===== src/sv/bdq_pkg.sv =====
package bdq_pkg;

  // Store geometry
  localparam int DEPTH     = 16;
  localparam int WORD_BITS = 32;
  localparam int ADDR_BITS = (DEPTH > 1) ? $clog2(DEPTH) : 1;
  localparam int CNT_BITS  = $clog2(DEPTH + 1);
  localparam int MODE_BITS = 3;
  localparam int STAT_BITS = 2;

  localparam logic [CNT_BITS-1:0]  CNT_FULL  = CNT_BITS'(DEPTH);
  localparam logic [ADDR_BITS:0]   SUM_DEPTH = (ADDR_BITS + 1)'(DEPTH);
  localparam logic [ADDR_BITS-1:0] SLOT_LAST = ADDR_BITS'(DEPTH - 1);

  // Operation codes
  localparam logic [MODE_BITS-1:0] MODE_PUSH_FRONT = 3'd0;
  localparam logic [MODE_BITS-1:0] MODE_PUSH_BACK  = 3'd1;
  localparam logic [MODE_BITS-1:0] MODE_POP_FRONT  = 3'd2;
  localparam logic [MODE_BITS-1:0] MODE_POP_BACK   = 3'd3;
  localparam logic [MODE_BITS-1:0] MODE_ERASE      = 3'd4;
  localparam logic [MODE_BITS-1:0] MODE_COUNT      = 3'd5;

  // Status codes
  localparam logic [STAT_BITS-1:0] STAT_OK        = 2'd0;
  localparam logic [STAT_BITS-1:0] STAT_UNDERFLOW = 2'd1;
  localparam logic [STAT_BITS-1:0] STAT_OVERFLOW  = 2'd2;

  // Datapath commands from the controller
  typedef enum logic [3:0] {
    CMD_NONE,
    CMD_LOAD,
    CMD_PUSH_FRONT,
    CMD_PUSH_BACK,
    CMD_POP_READ,
    CMD_POP_TAKE,
    CMD_SCAN,
    CMD_SCAN_END,
    CMD_READ_FRONT,
    CMD_READ_BACK,
    CMD_TAKE_BACK
  } dp_cmd_t;

  // Datapath status back to the controller
  typedef struct packed {
    logic [MODE_BITS-1:0] mode;
    logic                 err;
    logic                 scan_done;
  } dp_stat_t;

  // Physical slot of logical position pos counted from base (pos < DEPTH)
  function automatic logic [ADDR_BITS-1:0] slot_of(input logic [ADDR_BITS-1:0] base,
                                                   input logic [CNT_BITS-1:0] pos);
    logic [ADDR_BITS:0] sum;
    sum = {1'b0, base} + {1'b0, pos[ADDR_BITS-1:0]};
    if (sum >= SUM_DEPTH) sum = sum - SUM_DEPTH;
    return sum[ADDR_BITS-1:0];
  endfunction

endpackage


===== src/sv/bdq_ram.sv =====
module bdq_ram #(
  parameter int WIDTH       = 32,
  parameter int DEPTH_WORDS = 16
) (
  input  logic                           clk,
  input  logic                           we,
  input  logic [$clog2(DEPTH_WORDS)-1:0] waddr,
  input  logic [WIDTH-1:0]               wdata,
  input  logic [$clog2(DEPTH_WORDS)-1:0] raddr,
  output logic [WIDTH-1:0]               rdata
);

  logic [WIDTH-1:0] mem [DEPTH_WORDS];

  // One write port, one registered read port
  always_ff @(posedge clk) begin
    if (we) mem[waddr] <= wdata;
    rdata <= mem[raddr];
  end

endmodule


===== src/sv/bdq_ctrl.sv =====
module bdq_ctrl import bdq_pkg::*; (
  input  logic     clk,
  input  logic     rst,
  input  logic     in_valid,
  output logic     in_stall,
  output logic     out_valid,
  input  logic     out_stall,
  input  dp_stat_t stat,
  output dp_cmd_t  cmd
);

  typedef enum logic [2:0] {
    S_IDLE,
    S_EXEC,
    S_POP_WAIT,
    S_SCAN,
    S_FRONT,
    S_BACK,
    S_TAKE,
    S_OUT
  } state_t;

  state_t state, state_next;

  // Next state and datapath command
  always_comb begin
    state_next = state;
    cmd        = CMD_NONE;
    case (state)
      S_IDLE: begin
        if (in_valid && !in_stall) begin
          cmd        = CMD_LOAD;
          state_next = S_EXEC;
        end
      end
      S_EXEC: begin
        state_next = S_FRONT;
        if (!stat.err) begin
          case (stat.mode)
            MODE_PUSH_FRONT: cmd = CMD_PUSH_FRONT;
            MODE_PUSH_BACK:  cmd = CMD_PUSH_BACK;
            MODE_POP_FRONT, MODE_POP_BACK: begin
              cmd        = CMD_POP_READ;
              state_next = S_POP_WAIT;
            end
            MODE_ERASE, MODE_COUNT: state_next = S_SCAN;
            default: cmd = CMD_NONE;
          endcase
        end
      end
      S_POP_WAIT: begin
        cmd        = CMD_POP_TAKE;
        state_next = S_FRONT;
      end
      S_SCAN: begin
        if (stat.scan_done) begin
          cmd        = CMD_SCAN_END;
          state_next = S_FRONT;
        end else begin
          cmd = CMD_SCAN;
        end
      end
      S_FRONT: begin
        cmd        = CMD_READ_FRONT;
        state_next = S_BACK;
      end
      S_BACK: begin
        cmd        = CMD_READ_BACK;
        state_next = S_TAKE;
      end
      S_TAKE: begin
        cmd        = CMD_TAKE_BACK;
        state_next = S_OUT;
      end
      S_OUT: begin
        if (!out_stall) state_next = S_IDLE;
      end
      default: state_next = S_IDLE;
    endcase
  end

  // State and registered handshake outputs
  always_ff @(posedge clk) begin
    if (rst) begin
      state     <= S_IDLE;
      in_stall  <= 1'b1;
      out_valid <= 1'b0;
    end else begin
      state     <= state_next;
      in_stall  <= (state_next != S_IDLE);
      out_valid <= (state_next == S_OUT);
    end
  end

endmodule


===== src/sv/bdq_dp.sv =====
module bdq_dp import bdq_pkg::*; (
  input  logic                 clk,
  input  logic                 rst,
  input  dp_cmd_t              cmd,
  input  logic [MODE_BITS-1:0] mode,
  input  logic [WORD_BITS-1:0] value,
  output dp_stat_t             stat,
  output logic [WORD_BITS-1:0] popped_word,
  output logic [CNT_BITS-1:0]  match_total,
  output logic [CNT_BITS-1:0]  occupancy,
  output logic [WORD_BITS-1:0] front_word,
  output logic [WORD_BITS-1:0] back_word,
  output logic [STAT_BITS-1:0] status
);

  logic [MODE_BITS-1:0] op_mode;
  logic [WORD_BITS-1:0] op_value;
  logic [ADDR_BITS-1:0] head;
  logic [CNT_BITS-1:0]  count;
  logic [CNT_BITS-1:0]  rd_idx;
  logic [CNT_BITS-1:0]  kept;
  logic                 pend;
  logic                 err;

  logic                 we;
  logic [ADDR_BITS-1:0] waddr;
  logic [ADDR_BITS-1:0] raddr;
  logic [WORD_BITS-1:0] wdata;
  logic [WORD_BITS-1:0] rdata;

  logic                 full, empty, is_match, is_push, is_take;
  logic [ADDR_BITS-1:0] head_dec, head_inc;
  logic [CNT_BITS-1:0]  last_pos;
  logic [STAT_BITS-1:0] load_status;

  assign full     = (count == CNT_FULL);
  assign empty    = (count == '0);
  assign head_dec = (head == '0) ? SLOT_LAST : head - ADDR_BITS'(1);
  assign head_inc = (head == SLOT_LAST) ? '0 : head + ADDR_BITS'(1);
  assign last_pos = count - CNT_BITS'(1);
  assign is_match = (rdata == op_value);
  assign is_push  = (mode == MODE_PUSH_FRONT) || (mode == MODE_PUSH_BACK);
  assign is_take  = (mode == MODE_POP_FRONT) || (mode == MODE_POP_BACK) ||
                    (mode == MODE_ERASE);

  // Status of a new operation, from the occupancy before it
  always_comb begin
    if (is_push && full)       load_status = STAT_OVERFLOW;
    else if (is_take && empty) load_status = STAT_UNDERFLOW;
    else                       load_status = STAT_OK;
  end

  // Store addressing
  always_comb begin
    we    = 1'b0;
    waddr = head;
    wdata = op_value;
    raddr = head;
    case (cmd)
      CMD_PUSH_FRONT: begin
        we    = 1'b1;
        waddr = head_dec;
      end
      CMD_PUSH_BACK: begin
        we    = 1'b1;
        waddr = slot_of(head, count);
      end
      CMD_POP_READ: begin
        if (op_mode == MODE_POP_BACK) raddr = slot_of(head, last_pos);
      end
      CMD_SCAN: begin
        raddr = slot_of(head, rd_idx);
        // compact survivors toward the front during an erase
        if (pend && !is_match && op_mode == MODE_ERASE) begin
          we    = 1'b1;
          waddr = slot_of(head, kept);
          wdata = rdata;
        end
      end
      CMD_READ_BACK: raddr = slot_of(head, last_pos);
      default: raddr = head;
    endcase
  end

  bdq_ram #(
    .WIDTH       (WORD_BITS),
    .DEPTH_WORDS (DEPTH)
  ) u_store (
    .clk   (clk),
    .we    (we),
    .waddr (waddr),
    .wdata (wdata),
    .raddr (raddr),
    .rdata (rdata)
  );

  // Queue pointers and scan control
  always_ff @(posedge clk) begin
    if (rst) begin
      head   <= '0;
      count  <= '0;
      rd_idx <= '0;
      kept   <= '0;
      pend   <= 1'b0;
      err    <= 1'b0;
    end else begin
      case (cmd)
        CMD_LOAD: begin
          rd_idx <= '0;
          kept   <= '0;
          pend   <= 1'b0;
          err    <= (load_status != STAT_OK);
        end
        CMD_PUSH_FRONT: begin
          head  <= head_dec;
          count <= count + CNT_BITS'(1);
        end
        CMD_PUSH_BACK: count <= count + CNT_BITS'(1);
        CMD_POP_TAKE: begin
          if (op_mode == MODE_POP_FRONT) head <= head_inc;
          count <= last_pos;
        end
        CMD_SCAN: begin
          if (rd_idx != count) rd_idx <= rd_idx + CNT_BITS'(1);
          pend <= (rd_idx != count);
          if (pend && !is_match) kept <= kept + CNT_BITS'(1);
        end
        CMD_SCAN_END: begin
          if (op_mode == MODE_ERASE) count <= kept;
        end
        default: count <= count;
      endcase
    end
  end

  // Operation latch and result registers
  always_ff @(posedge clk) begin
    case (cmd)
      CMD_LOAD: begin
        op_mode     <= mode;
        op_value    <= value;
        popped_word <= '0;
        match_total <= '0;
        status      <= load_status;
      end
      CMD_POP_TAKE: popped_word <= rdata;
      CMD_SCAN: begin
        if (pend && is_match) match_total <= match_total + CNT_BITS'(1);
      end
      CMD_READ_BACK: front_word <= empty ? '0 : rdata;
      CMD_TAKE_BACK: back_word  <= empty ? '0 : rdata;
      default: status <= status;
    endcase
  end

  assign occupancy      = count;
  assign stat.mode      = op_mode;
  assign stat.err       = err;
  assign stat.scan_done = (rd_idx == count) && !pend;

endmodule


===== src/sv/bounded_deque_with_erase.sv =====
// Bounded double-ended queue of 32-bit words with erase-by-value and count.
// Input channel: in_valid / in_stall carries mode and value; a transfer
// happens at a clock edge with in_valid high and in_stall low. Output
// channel: out_valid / out_stall carries one result per input item.
// Modes: push front, push back, pop front, pop back, erase value, count.
// One item is in flight at a time; in_stall is high from the transfer until
// its result has been taken.
// After an input transfer the controller passes through S_EXEC, S_FRONT,
// S_BACK and S_TAKE to S_OUT. Pops add S_POP_WAIT after S_EXEC; erase and
// count add S_SCAN, which reads every occupied entry. Rejected operations
// (overflow, underflow) and unused modes take the shortest path.
// The scan
// reads the store one entry per cycle through its single read port; front
// and back words are re-read from the store after every operation.
// A result waits in the output registers while out_stall is high; the next
// item is taken the cycle after the result transfers.
// Reset (rst, synchronous) empties the queue; store contents are not
// cleared; data read from outside the occupied range is never used.
module bounded_deque_with_erase import bdq_pkg::*; (
  input  logic                 clk,
  input  logic                 rst,
  input  logic                 in_valid,
  output logic                 in_stall,
  input  logic [MODE_BITS-1:0] mode,
  input  logic [WORD_BITS-1:0] value,
  output logic                 out_valid,
  input  logic                 out_stall,
  output logic [WORD_BITS-1:0] popped_word,
  output logic [CNT_BITS-1:0]  match_total,
  output logic [CNT_BITS-1:0]  occupancy,
  output logic [WORD_BITS-1:0] front_word,
  output logic [WORD_BITS-1:0] back_word,
  output logic [STAT_BITS-1:0] status
);

  dp_cmd_t  cmd;
  dp_stat_t stat;

  bdq_ctrl u_ctrl (
    .clk       (clk),
    .rst       (rst),
    .in_valid  (in_valid),
    .in_stall  (in_stall),
    .out_valid (out_valid),
    .out_stall (out_stall),
    .stat      (stat),
    .cmd       (cmd)
  );

  bdq_dp u_dp (
    .clk         (clk),
    .rst         (rst),
    .cmd         (cmd),
    .mode        (mode),
    .value       (value),
    .stat        (stat),
    .popped_word (popped_word),
    .match_total (match_total),
    .occupancy   (occupancy),
    .front_word  (front_word),
    .back_word   (back_word),
    .status      (status)
  );

endmodule


===== config.mk =====
export PLATFORM = sky130hd
export DESIGN_NAME = bounded_deque_with_erase
export DESIGN_NICKNAME = d
export VERILOG_FILES = /design/src/sv/bdq_pkg.sv /design/src/sv/bdq_ram.sv /design/src/sv/bdq_ctrl.sv /design/src/sv/bdq_dp.sv /design/src/sv/bounded_deque_with_erase.sv
export SDC_FILE = /design/constraint.sdc
export NUM_CORES = 1
export LEC_CHECK = 0
export BUFFER_PORTS_ARGS = -buffer_cell sky130_fd_sc_hd__clkbuf_2
export CAP_MARGIN = 10
export CORE_AREA = 5 5 269 244
export CTS_BUF_LIST = sky130_fd_sc_hd__clkbuf_4 sky130_fd_sc_hd__clkbuf_8
export CTS_CLUSTER_SIZE = 20
export DETAILED_ROUTE_END_ITERATION = 10
export DIE_AREA = 0 0 274 249
export GPL_ROUTABILITY_DRIVEN = 0
export MAX_ROUTING_LAYER = met4
export PLACE_DENSITY_LB_ADDON = 0.08
export SYNTH_ARGS = -nofsm -noshare
export SYNTH_HDL_FRONTEND = slang
export SYNTH_HIERARCHICAL = 1
export SYNTH_SLANG_ARGS = --single-unit
export TNS_END_PERCENT = 5

===== constraint.sdc =====
create_clock -name clk -period 7.32 [get_ports clk]
set_clock_uncertainty 0.05 [all_clocks]
set_input_delay 1.83 -clock clk [delete_from_list [all_inputs] [get_ports clk]]
set_output_delay 1.83 -clock clk [all_outputs]
set_load 0.005 [all_outputs]

==> results of run 1 <==
-- placed cells by master, fill, tap and decap left out, types with 23 or more instances in the layout --
master	synthesis	routed
clkbuf_8	0	122
buf_4	12	27
clkbuf_4	0	40
nor2b_1	42	38
edfxtp_1	650	650
nor2_1	62	45
nand2_1	69	68
and3_1	34	34
clkbuf_2	0	148
o21ai_0	26	26
xnor2_1	48	48
a22oi_1	67	67
mux2_2	34	34
dfxtp_1	58	58
a21oi_1	23	23
clkinv_1	1	27
mux4_2	128	128
-- power breakdown --
part / switching [mW] / internal [mW] / total [mW]
sequential: 0.383 / 5.07 / 5.46
combinational: 1.67 / 1.06 / 2.74
clock: 1.53 / 1.85 / 3.38
total: 3.59 / 7.99 / 11.6
-- final timing paths --
check,from,to,slack [ns],cells after the start
worst min-delay path,u_dp/rd_idx[4]$_SDFFE_PP0P_,u_dp/rd_idx[4]$_SDFFE_PP0P_,0.46,2
worst max register to register,u_dp/occupancy[4]$_SDFFE_PP0P_,u_dp/u_store/mem[6][19]$_DFFE_PP_,1.94,18
worst max-delay path,u_dp/occupancy[4]$_SDFFE_PP0P_,u_dp/u_store/mem[6][19]$_DFFE_PP_,1.94,18
worst min register to register,u_dp/rd_idx[4]$_SDFFE_PP0P_,u_dp/rd_idx[4]$_SDFFE_PP0P_,0.46,2
-- metrics by stage --
step / instance area, µm² / hold slack (ns)
after floorplan: 27800 / 0.420
after global placement: 29800 / 0.435
after detailed placement: 29800 / 0.451
after CTS: 32100 / 0.461
after global routing: 32100 / 0.488
final: 32100 / 0.464
-- cell usage after synthesis (2+ instances only) --
cell       instances
a211oi_1           6
dfxtp_1           58
and3_1            34
nand3b_1           3
nand3_1           13
a2bb2oi_1          2
a31oi_1            5
and2_1             3
nor3b_1            2
nand2b_1           8
nor2_1            62
nor4_4             2
o211ai_1           3
clkbuf_1          33
a21oi_1           23
ha_1              20
xnor2_1           48
nor2b_1           42
nor3_1            14
or3_1              3
a22oi_1           67
a221o_1            4
o21ai_0           26
edfxtp_1         650
buf_1             11
nand2_1           69
mux2i_1            4
o31ai_1            2
nand4_1           10
fa_1               4
a21o_1             5
buf_6              3
buf_4             12
inv_1             15
mux2_2            34
xor2_1            12
buf_2             14
mux4_2           128
-- registers in the layout, indices dropped and copies added, names as in the netlist, 2 cells and up --
| name | count |
|---|---|
| u_ctrl/state | 3 |
| u_dp/back_word | 32 |
| u_dp/front_word | 32 |
| u_dp/head | 4 |
| u_dp/kept | 5 |
| u_dp/match_total | 5 |
| u_dp/occupancy | 5 |
| u_dp/op_mode | 3 |
| u_dp/op_value | 32 |
| u_dp/popped_word | 32 |
| u_dp/rd_idx | 5 |
| u_dp/status | 2 |
| u_dp/u_store/mem | 512 |
| u_dp/u_store/rdata | 32 |
-- routing by layer --
metal  routed length (µm)  up-vias
met3                 4770      106
met5                    0        -
li1                     -     6424
met2                31500      489
met4                 1750        0
met1                31400     7623
-- layout make-up --
type / count / area (µm²) / share of cell area, %
Clock inverter: 51 / 318 / 0.989
Sequential cell: 708 / 20700 / 64.3
Antenna cell: 2 / 5.00 / 0.0156
Timing Repair Buffer: 186 / 1160 / 3.62
Multi-Input combinational cell: 682 / 6890 / 21.4
Inverter: 16 / 60.1 / 0.187
Clock buffer: 162 / 1980 / 6.16
Tap cell: 845 / 1060 / 3.29
-- logic make-up after synthesis --
logic type	after synthesis	share of synthesized area, %
DFF	708	74.4
buffers and inverters	89	1.51
AOI/OAI and AO/OA	155	3.91
and+or+nand+nor	277	5.24
muxes	166	11.9
xor gates and xnor gates	60	1.89
adders and majority gates	24	1.19
-- worst reg2reg max path, stage by stage, from the launching register on --
cell      delay (ns)
dfxtp_1         0.57
xor2_1          0.12
nor3_1          0.42
nand3_1         0.17
nor2_1          0.26
inv_1           0.07
o21ai_0         0.16
nand2_1         0.07
o21ai_0         0.18
buf_4           0.23
nand2b_1        0.33
nor2_8          0.08
nand3_1         0.15
a21oi_4         0.11
buf_4           0.30
a221o_1         0.50
nand2b_1        0.38
nor2_4          0.56
buf_12          0.31
==> flow_results.org, run 1 <==
** Synthesis
- After synthesis, the cell types taking the most area are edfxtp_1, mux4_2, dfxtp_1.
- Total nets after synthesis :: 1542
- Avg Inst Size Synth :: 18.8 µm²
- In this run the cell area of the synthesized design comes to 27800 µm².
- After synthesis the netlist holds a flip-flop and latch count of 708.
- Summed over its instances, the top area cell type makes up 70.2% of the synthesized netlist area.
- Cells after synthesis :: 1479
- Post-synthesis cell type count :: 63
- Portion of the post-synthesis area used by sequential elements :: 74.4%
- Counting flops with an async set or reset pin after synthesis yields a share of 0%.
- The synthesized design contains 650 enable-type register cells.
- The synthesized design spends more area on one cell type than any other, namely edfxtp_1.
- Ys flop type :: edfxtp_1
- For this run, the number of Yosys warnings is 6.

** Global routing
- Overall global routing resource usage :: 20.9%
- Number of global-route vias before repair :: 15000
- Maximum number of pins on one net before global-route repair :: 48
- Met2 usage in global routing :: 30.8%
- The number of antenna violations at the first check in global routing is 2.
- For met1 alone, demand over resource in global routing was 29.6%.
- The first global-routing pass estimated 102 mm of wire.
- Global routing used 4.80% of the available met3 tracks.
- After global routing, the most crowded layer is met2.
- For this run the aggregate overflow at the end of global routing stands at 0.

** CTS
- CTS built an H-tree with a depth of 3.
- Clock insertion delay at the later pin of the skew report :: 0.71 ns
- Clock tree buffer depth :: 3
- The cell sitting at the root of the clock tree is a clkbuf_8.
- In this run, CTS created clock tree buffers numbering 114.
- Clock tree from TritonCTS :: yes
- In this run, post-CTS hold repair placed 0 buffers.
- Clock transition at the registers of the reported paths :: 0.06 ns
- In this run, post-CTS repair resized a total of 0 instances.
- The clock net in this run drives a total of 708 sinks.
- In this run the post-CTS setup repair buffer count came out at 0.

** Worst setup path
- For this run, the slowest stage of the critical path takes 0.57 ns.
- Data on the critical path is required at its endpoint by 7.65 ns.
- Of all nets on the critical path, the largest fanout is 21.
- The worst setup path is launched from a flop.
- For the worst setup path, the data arrival time is 5.71 ns.
- The critical path is of the reg2reg type.
- Worst-path cell chain :: xor2_1 > nor3_1 > nand3_1 > nor2_1 > inv_1 > o21ai_0 > nand2_1 > o21ai_0 > buf_4 > nand2b_1 > nor2_8 > nand3_1 > a21oi_4 > buf_4 > a221o_1 > nand2b_1 > nor2_4 > buf_12
- Counting both buffers and inverters, the worst setup path holds a total of 4.
- Grouping stages by cell kind, the critical path spends the most delay in simple AND/OR/NAND/NOR gates.
- Slowest library cell on the worst path :: dfxtp_1
- Type of element capturing the critical path :: flop

** Power and ir drop
- Leakage :: 10.7 nW
- PwrDens :: 360 nW/µm²
- Maximum vdd drop :: 174 µV
- Power comes to 11.6 mW.

** Placement
- Port buffering added 148 buffers.
- Prior to clock tree synthesis, the placed netlist has a worst setup slack of 1.37 ns.
- In this run, placement finished with an instance count of 2437.
- Detailed-placement wirelength estimate :: 42.3 mm

** Job
- Max-cap viol count :: 0

** Drt
- Number of search-and-repair iterations in the first detailed-routing pass :: 5
- Once detail routing completed, the nets flagged for antenna violations numbered 0.
- After detailed routing, the number of remaining DRC violations is 0.
- Starting DRT DRC Count :: 1369
- Wires add up to 69.4 mm.
- Routed vias/inst :: 5.52
- Detail-routed net length per standard cell :: 26.2 µm
- Summing over every cut layer, the via total after detailed routing is 14600.

** Timing
- The number of slew-limit violations in the final report was 0.
- Setup repair after global routing missed its margin :: false
- Final clock period utilization by the worst path :: 73.5%
- For the pin with the worst max-slew slack, the measured transition is 1.17 ns.
- Hold Fails Final Rpt :: 0
- Post-layout worst setup margin :: 1.94 ns
- The clock period could shrink to 5.38 ns.
- Max-Slew Margin vs Limit :: 21.9%
- Derived from the worst setup path, the maximum achievable clock frequency is 0.186 GHz.
- For the final routed database, the setup TNS stands at 0 ns.
- Setup violation total in the final timing report :: 0

** Min path
- The min-delay analysis places its worst path in the category reg2reg.

** Cells and area
- Utilization after layout :: 51.5%
- Fraction of final layout cells sized beyond drive strength 1 :: 31.8%
- The final layout contains 1771 nets.
- Synth-to-Final Area Change :: 15.6%
- Count of non-filler cells in the finished layout :: 2652
- The layout has 5105 filler cells.

** Die
- The die is 249 µm tall.
- The die covers 68200 µm².
- Once the floorplan was initialized, standard cells occupied 44.6% of the core.
- Core footprint :: 62400 µm²
- Standard-cell rows :: 87
- Horizontal die dimension :: 274 µm
- During I/O placement, the number of pins put on the boundary was 149.

** Status
- The run finished with clean final reports.
Note: power is estimated with default switching activity, not from simulation.
==> inputs of run 2 (changes only) <==
==> constraint.sdc (replaced) <==
create_clock -name clk -period 4.5 [get_ports clk]
set_clock_uncertainty 0.05 [all_clocks]
set_input_delay 1.125 -clock clk [delete_from_list [all_inputs] [get_ports clk]]
set_output_delay 1.125 -clock clk [all_outputs]
set_load 0.005 [all_outputs]
==> run 2 against run 1 <==
Net effect:
- sequential power grew 62%
- utilization is 1.3 points higher
- non-clock buffer count rose by 59
- fmax up 30%
- critical path depth shrank 2
- design area up 2.6%
- register-to-register slack lost 1.6 ns
==> flow_results.org, run 2 (synthesis results as in run 1) <==
** Power and ir drop
- The internal power of the cells came to 13.3 mW (+67%).
- Maximum vdd drop :: 263 µV (+52%)
- Power spent charging and discharging nets :: 5.83 mW (+62%)
- Leakage :: 11.1 nW (+3.6%)
- The clock power share was 29.3% (about the same).
- The share of total power in combinational logic is 24.7% (+1.0 points).
- Seq pwr share :: 46.0% (-1.1 points)
- The cell area power density came to 581 nW/µm² (+61%).
- The fraction of power spent switching nets was 30.4% (-0.57 points).

** Die
- Area enclosed by the die boundary :: 68200 µm² (unchanged)
- Die Height :: 249 µm (unchanged)
- Horizontal die dimension :: 274 µm (unchanged)
- The total number of placement rows is 87 (unchanged).
- Initial core utilization :: 44.6% (unchanged)
- The core footprint was 62400 µm² (unchanged).
- The I/O pin total is 149 (unchanged).

** Drt
- The average wire length per cell after detail routing is 26.2 µm (+0.14%).
- The length of the first detailed-routing pass in iterations was 5 (unchanged).
- DRC :: 0 (unchanged)
- Starting DRT DRC Count :: 1287 (-6.0%)
- The antenna violation net count after detailed routing is 0 (unchanged).
- Routed vias/inst :: 5.49 (-0.52%)
- Via count :: 14900 (+1.5%)
- The final wirelength came to 70.9 mm (+2.2%).

** Cells and area
- The number of nets in the final layout is 1828 (+3.2%).
- Filler cells :: 5082 (-0.45%)
- Relative to the synthesized area, the layout overhead comes to 18.6%.
- Utilization after layout :: 52.9% (+1.3 points)
- The fraction of layout cells with a size suffix above 1 is 34.6% (+2.8 points).
- Cell area after layout :: 33000 µm² (+2.6%)
- The number of flip-flops in the largest register was 512 (unchanged).
- u_dp/u_store/mem holds more flip-flops than any other register.
- The library cell used most frequently in the layout, excluding fill and tap cells, is edfxtp_1.
- The library cells used most frequently in the layout, excluding fill and tap cells, are edfxtp_1, clkbuf_2, mux4_2.

** Placement
- The cell area reported after detailed placement came to 30600 µm² (+2.6%).
- PortBufs :: 148 (unchanged)
- Post-Place Worst Slack :: 0.179 ns (-1.19 ns)
- Detailed-placement wirelength estimate :: 44.7 mm (+5.6%)

** CTS
- Clock insertion delay at the later pin of the skew report :: 0.72 ns (about the same)
- Clock root buffer master :: clkbuf_8
- The number of hold buffers added after cts was 0 (unchanged).
- Clock tree from TritonCTS :: yes
- The maximum buffer depth of the clock tree came to 3 (unchanged).
- Count of clock tree sinks :: 708 (unchanged)
- The deepest level of the CTS H-tree came to 3 (unchanged).
- The number of clock buffers inserted by TritonCTS came to 112 (-1.8%).
- Clock transition at the registers of the reported paths :: 0.06 ns (about the same)
- Number of buffers inserted by post-CTS setup repair :: 0 (unchanged)

** Timing
- Setup violation total in the final timing report :: 0 (unchanged)
- The highest attainable clock frequency is 0.242 GHz (+30%).
- Setup repair after global routing left no endpoint under its margin.
- Max-Slew Margin vs Limit :: 26.3% (+4.4 points)
- The final setup TNS came to 0 ns (unchanged).
- The setup slack after layout was 0.375 ns (-1.56 ns).
- The post-route clock period utilization was 91.7% (+18 points).
- Time the final worst path needs with I/O delays and setup :: 4.12 ns (-1.26 ns)
- Hold Fails Final Rpt :: 0 (unchanged)
- The pin slew with the least headroom to its limit was 1.09 ns (-0.0755 ns).
- Final Slew Violations :: 0 (unchanged)

** Global routing
- Number of global-route vias before repair :: 15300 (+2.1%)
- The maximum number of pins on one net before global-route repair is 45 (-6.3%).
- Final global-route overflow total :: 0 (unchanged)
- The number of antenna violations at the first check in global routing was 4 (+2).
- Overall global routing resource usage :: 21.4% (+0.48 points)
- Wire length of the first global-routing pass :: 104 mm (+2.3%)

** Status
- The flow ran to the end, and the final reports show no timing, DRC or antenna violations.

** Min path
- Class of the tightest hold or removal check :: reg2reg
- The worst hold path begins at u_dp/rd_idx[4]$_SDFFE_PP0P_.

** Worst setup path
- R2R setup slack :: 0.38 ns (-1.56 ns)
- R2r worst-path depth :: 16 (-2)
- STA classifies the critical path endpoint as a flop.
- WP data required :: 4.82 ns (-2.83 ns)
- The critical path goes through xnor2_1 > nand3_1 > nor2_1 > inv_1 > o21ai_0 > nand2_1 > o21ai_1 > nand2b_4 > nor2_8 > nand3_1 > a21oi_4 > buf_4 > a221o_1 > or3b_2 > nor3_4 > buf_12.
- Critical path start-end classification :: reg2reg
- Start of the worst register-to-register path :: u_dp/rd_idx[2]$_SDFFE_PP0P_
- CP arrival :: 4.44 ns (-1.27 ns)
- Worst stage delay on the critical path :: 0.62 ns (+0.05 ns)
- Nature of the critical path startpoint :: flop
- Worst path most repeated cell :: nand3_1
- Critical Path Sink :: u_dp/u_store/mem[0][5]$_DFFE_PP_
- The critical path starts at u_dp/rd_idx[2]$_SDFFE_PP0P_.
- The worst register-to-register path ends at u_dp/u_store/mem[0][5]$_DFFE_PP_.
- For this design, the slowest cell found on the critical path is or3b_2.
- The worst-path maximum fanout is 24 (+14%).

** Job
- The number of max-capacitance violations reported came to 0 (unchanged).
==> run 2: changes by cell type in the layout (fill, tap and decap cells not counted), moves of 4 or more <==
cell	previous run	this run
clkbuf_4	40	61
nor3_2	5	1
buf_4	27	61
nor3_4	0	4
clkinv_2	18	5
clkinv_1	27	13
buf_12	11	36
==> run 2: critical path, delay by kind of cell, from the launching register on <==
family	cells	cell delay, ns
compound gates	4	0.81
xor+xnor	1	0.32
buf+inv	3	0.50
flops	1	0.38
simple gates	8	1.69
==> run 2: metrics by stage <==
step	total power, mW	hold WS [ns]	std cells
global placement	13.7	0.432	2496
floorplan	11.7	0.420	1479
CTS	19.4	0.468	2703
finish	19.2	0.479	2706
detailed placement	13.7	0.468	2496
global route	20.1	0.475	2704
==> run 2: timing repair <==
action                                 in CTS  in global routing
resized for setup                           0                  1
endpoints found under the hold margin       0                  0
setup endpoints to repair                   0                174
==> run 2: final cells by class <==
type / instances / area (µm²) / area share (%)
antenna: 3 / 7.51 / 0.0228
clock buffer: 182 / 2120 / 6.44
clock inverter: 25 / 204 / 0.618
inverter: 16 / 60.1 / 0.182
multi-input combinational: 682 / 6930 / 21.0
sequential: 708 / 20700 / 62.7
tap: 845 / 1060 / 3.21
timing repair buffer: 245 / 1920 / 5.82
==> run 2: power by group through the flow <==
stage          registers, mW  clock network [mW]  logic (mW)
2_1_floorplan           8.66                   0        3.00
3_3_place_gp            8.95                   0        4.74
3_5_place_dp            8.96                   0        4.78
4_1_cts                 8.82                5.75        4.80
5_1_grt                 8.89                6.07        5.10
6_report                8.82                5.60        4.73
==> run 2: layer usage <==
layer | up-vias | share of wire, % | global-route usage, %
met1 | 7755 | 45 | 31.2
met5 | - | 0 | -
met2 | 484 | 46 | 31.9
li1 | 6518 | - | -
met3 | 106 | 6.1 | 3.82
met4 | 0 | 2.1 | 5.04
==> run 2: worst min-delay path by stage <==
stage,end,cells after the start
after floorplan,u_dp/rd_idx[4]$_SDFFE_PP0P_,2
after global placement,u_dp/rd_idx[4]$_SDFFE_PP0P_,2
after detailed placement,u_dp/rd_idx[4]$_SDFFE_PP0P_,2
after CTS,u_dp/op_value[29]$_DFFE_PP_,1
after global routing,u_dp/op_value[7]$_DFFE_PP_,1
final,u_dp/rd_idx[4]$_SDFFE_PP0P_,2
==> inputs of run 3 (changes only) <==
--- a/config.mk
+++ b/config.mk
@@ -7,6 +7,8 @@
 export LEC_CHECK = 0
 export BUFFER_PORTS_ARGS = -buffer_cell sky130_fd_sc_hd__clkbuf_2
 export CAP_MARGIN = 10
+export CELL_PAD_IN_SITES_DETAIL_PLACEMENT = 0
+export CELL_PAD_IN_SITES_GLOBAL_PLACEMENT = 1
 export CORE_AREA = 5 5 269 244
 export CTS_BUF_LIST = sky130_fd_sc_hd__clkbuf_4 sky130_fd_sc_hd__clkbuf_8
 export CTS_CLUSTER_SIZE = 20
==> run 3 against run 2 <==
Net effect:
- design area grew 0.36%
- die area is the same
- global-route usage grew 0.16 points
- highest routed layer unchanged
- utilization grew 0.19 points
- fmax shrank 1.7%
==> flow_results.org, run 3 (synthesis results as in run 1) <==
** Status
- The flow ran to the end, and the final reports show no timing, DRC or antenna violations.

** Global routing
- Wire length of the first global-routing pass :: 105 mm (+0.45%)
- The number of antenna violations at the first check in global routing is 8 (+4).
- Maximum number of pins on one net before global-route repair :: 38 (-16%)
- Final global-route overflow total :: 0 (unchanged)
- The number of global-route vias before repair was 15400 (+0.33%).
- Overall global routing resource usage :: 21.5% (+0.16 points)

** Worst setup path
- The worst setup slack for register-to-register paths came to 0.31 ns (-0.07 ns).
- The worst register-to-register path ends at u_dp/u_store/rdata[14]$_DFF_P_.
- The critical path is of the reg2reg type.
- The worst-case reg-to-reg path depth is 19 (+3).
- The worst setup path is captured at a flop.
- The worst setup path is launched from a flop.
- The critical path arrival is 4.72 ns (+0.28 ns).
- The worst register-to-register path begins at u_dp/rd_idx[4]$_SDFFE_PP0P_.
- The data required time at the worst endpoint was 5.03 ns (+0.21 ns).
- Maximum fanout encountered on the critical timing path :: 28 (+17%)
- In this run the worst setup path begins at u_dp/rd_idx[4]$_SDFFE_PP0P_.
- Critical Path Sink :: u_dp/u_store/rdata[14]$_DFF_P_

** Timing
- Hold Fails Final Rpt :: 0 (unchanged)
- Max-Slew Margin vs Limit :: 26.9% (+0.57 points)
- Post-layout worst setup margin :: 0.305 ns (-0.0701 ns)
- The highest attainable clock frequency came to 0.238 GHz (-1.7%).
- The number of slew-limit violations in the final report came to 0 (unchanged).
- Final clock period utilization by the worst path :: 93.2% (+1.6 points)
- Setup_tns :: 0 ns (unchanged)
- Setup repair after global routing left no endpoint under its margin.
- Measured slew at the worst slew-check pin :: 1.09 ns (+0.000352 ns)
- The worst hold slack is 0.448 ns (-0.0307 ns).
- Time the final worst path needs with I/O delays and setup :: 4.19 ns (+0.0701 ns)
- The total setup violations reported at the end of the flow was 0 (unchanged).

** Cells and area
- The number of flip-flops in the largest register came to 512 (unchanged).
- The area growth from synthesis to layout is 19.0%.
- Most common library cell in the layout ignoring fill and taps :: edfxtp_1
- The library cells used most frequently in the layout, excluding fill and tap cells, are edfxtp_1, clkbuf_2, mux4_2.
- Filler cells :: 5030 (-1.0%)
- The final design utilization is 53.1% (+0.19 points).
- The number of nets in the final layout came to 1840 (+0.66%).
- The fraction of layout cells with a size suffix above 1 was 35.1% (+0.49 points).
- Most flops, register :: u_dp/u_store/mem

** CTS
- Clock tree buffer depth :: 3 (unchanged)
- Clock root buffer master :: clkbuf_8
- The clock transition at the register clock pins on the worst setup and hold paths after CTS came to 0.07 ns (about the same).
- Clock tree from TritonCTS :: yes
- Clock insertion delay at the later pin of the skew report :: 0.71 ns (about the same)
- Count of clock tree sinks :: 708 (unchanged)
- Inserted Clock Buffers :: 110 (-1.8%)
- The deepest level of the CTS H-tree is 3 (unchanged).
- CTS hold repair buffers :: 0 (unchanged)

** Die
- The initial standard-cell utilization of the core was 44.6% (unchanged).
- Horizontal die dimension :: 274 µm (unchanged)
- The vertical die dimension is 249 µm (unchanged).
- Core footprint :: 62400 µm² (unchanged)
- Number of ports placed on the die boundary :: 149 (unchanged)
- The area of the die is 68200 µm² (unchanged).
- The total number of placement rows came to 87 (unchanged).

** Power and ir drop
- PwrDens :: 584 nW/µm² (+0.60%)
- Leakage :: 11.2 nW (+0.68%)
- Maximum vdd drop :: 278 µV (+5.4%)
- The total power was 19.3 mW (+0.96%).

** Min path
- The worst hold path begins at u_dp/rd_idx[4]$_SDFFE_PP0P_.
- The depth of the worst hold-timing path is 2 (unchanged).
- The path class of the tightest hold or removal check is reg2reg.

** Placement
- The HPWL reported at the end of detailed placement was 46.0 mm (+3.0%).
- The count of buffers inserted at the top-level ports came to 148 (unchanged).
- The worst slack at placement came to 0.0547 ns (-0.125 ns).

** Drt
- The post-route DRC violation count is 0 (unchanged).
- The number of vias after detailed routing was 15000 (+0.65%).
- The average wire length per cell after detail routing is 26.1 µm (-0.30%).
- The antenna violation net count after detailed routing was 0 (unchanged).
- The final wirelength is 71.1 mm (+0.25%).
- Number of search-and-repair iterations in the first detailed-routing pass :: 5 (unchanged)
- The via density per instance is 5.50 (about the same).
- The DRC violation total after the first TritonRoute iteration was 1334 (+3.7%).

** Job
- Max-cap viol count :: 0 (unchanged)
## run 3: worst min-delay path by stage
stage | to | slack, ns
after floorplan | u_dp/rd_idx[4]$_SDFFE_PP0P_ | 0.42
after global placement | u_dp/rd_idx[4]$_SDFFE_PP0P_ | 0.43
after detailed placement | u_dp/rd_idx[4]$_SDFFE_PP0P_ | 0.45
after CTS | u_dp/rd_idx[4]$_SDFFE_PP0P_ | 0.46
after global routing | u_dp/op_value[28]$_DFFE_PP_ | 0.48
final | u_dp/rd_idx[4]$_SDFFE_PP0P_ | 0.45
## run 3: area by class of cell
class                           instances  area, µm²  share of cell area, %
Sequential cell                       708      20700                   62.5
Multi-Input combinational cell        682       6930                   20.9
Antenna cell                            4       10.0                 0.0302
Clock inverter                         47        388                   1.17
Inverter                               16       60.1                  0.181
Timing Repair Buffer                  259       1990                   6.01
Tap cell                              845       1060                   3.19
Clock buffer                          160       1980                   5.99
## run 3: power breakdown
group / internal (mW) / switching (mW)
Combinational: 1.97 / 2.85
Sequential: 8.25 / 0.611
Clock: 3.19 / 2.48
Total: 13.4 / 5.94
## run 3: repair_timing
action,CTS,global route
setup buffers,0,6
setup endpoints to repair,0,145
gates resized for setup,0,4
## run 3: metrics by stage
step / area (µm²) / cells
after global routing: 33100 / 2721
after global placement: 30600 / 2504
after CTS: 33000 / 2711
after floorplan: 27900 / 1479
after detailed placement: 30600 / 2504
final: 33100 / 2721
## run 3: critical path, cell delays in order (launching register included)
cell and delay (ns):
dfxtp_1 0.33, xor2_1 0.16, nor3_1 0.28, nand3_1 0.14, nor2_2 0.17, inv_1 0.05, o21ai_0 0.15, nand2_1 0.07
o21ai_1 0.23, buf_4 0.24, nand2b_1 0.18, nor2_4 0.16, a21oi_1 0.07, a22oi_1 0.29, nand2_4 0.17, buf_12 0.23
buf_4 0.21, mux4_2 0.43, a22oi_1 0.32, nand2_1 0.09
## run 3: per-layer routing
metal	global-route usage, %	wire length [µm]
met1	31.1	32200
met2	31.9	32800
met3	4.41	4700
met4	5.33	1350
met5	-	0
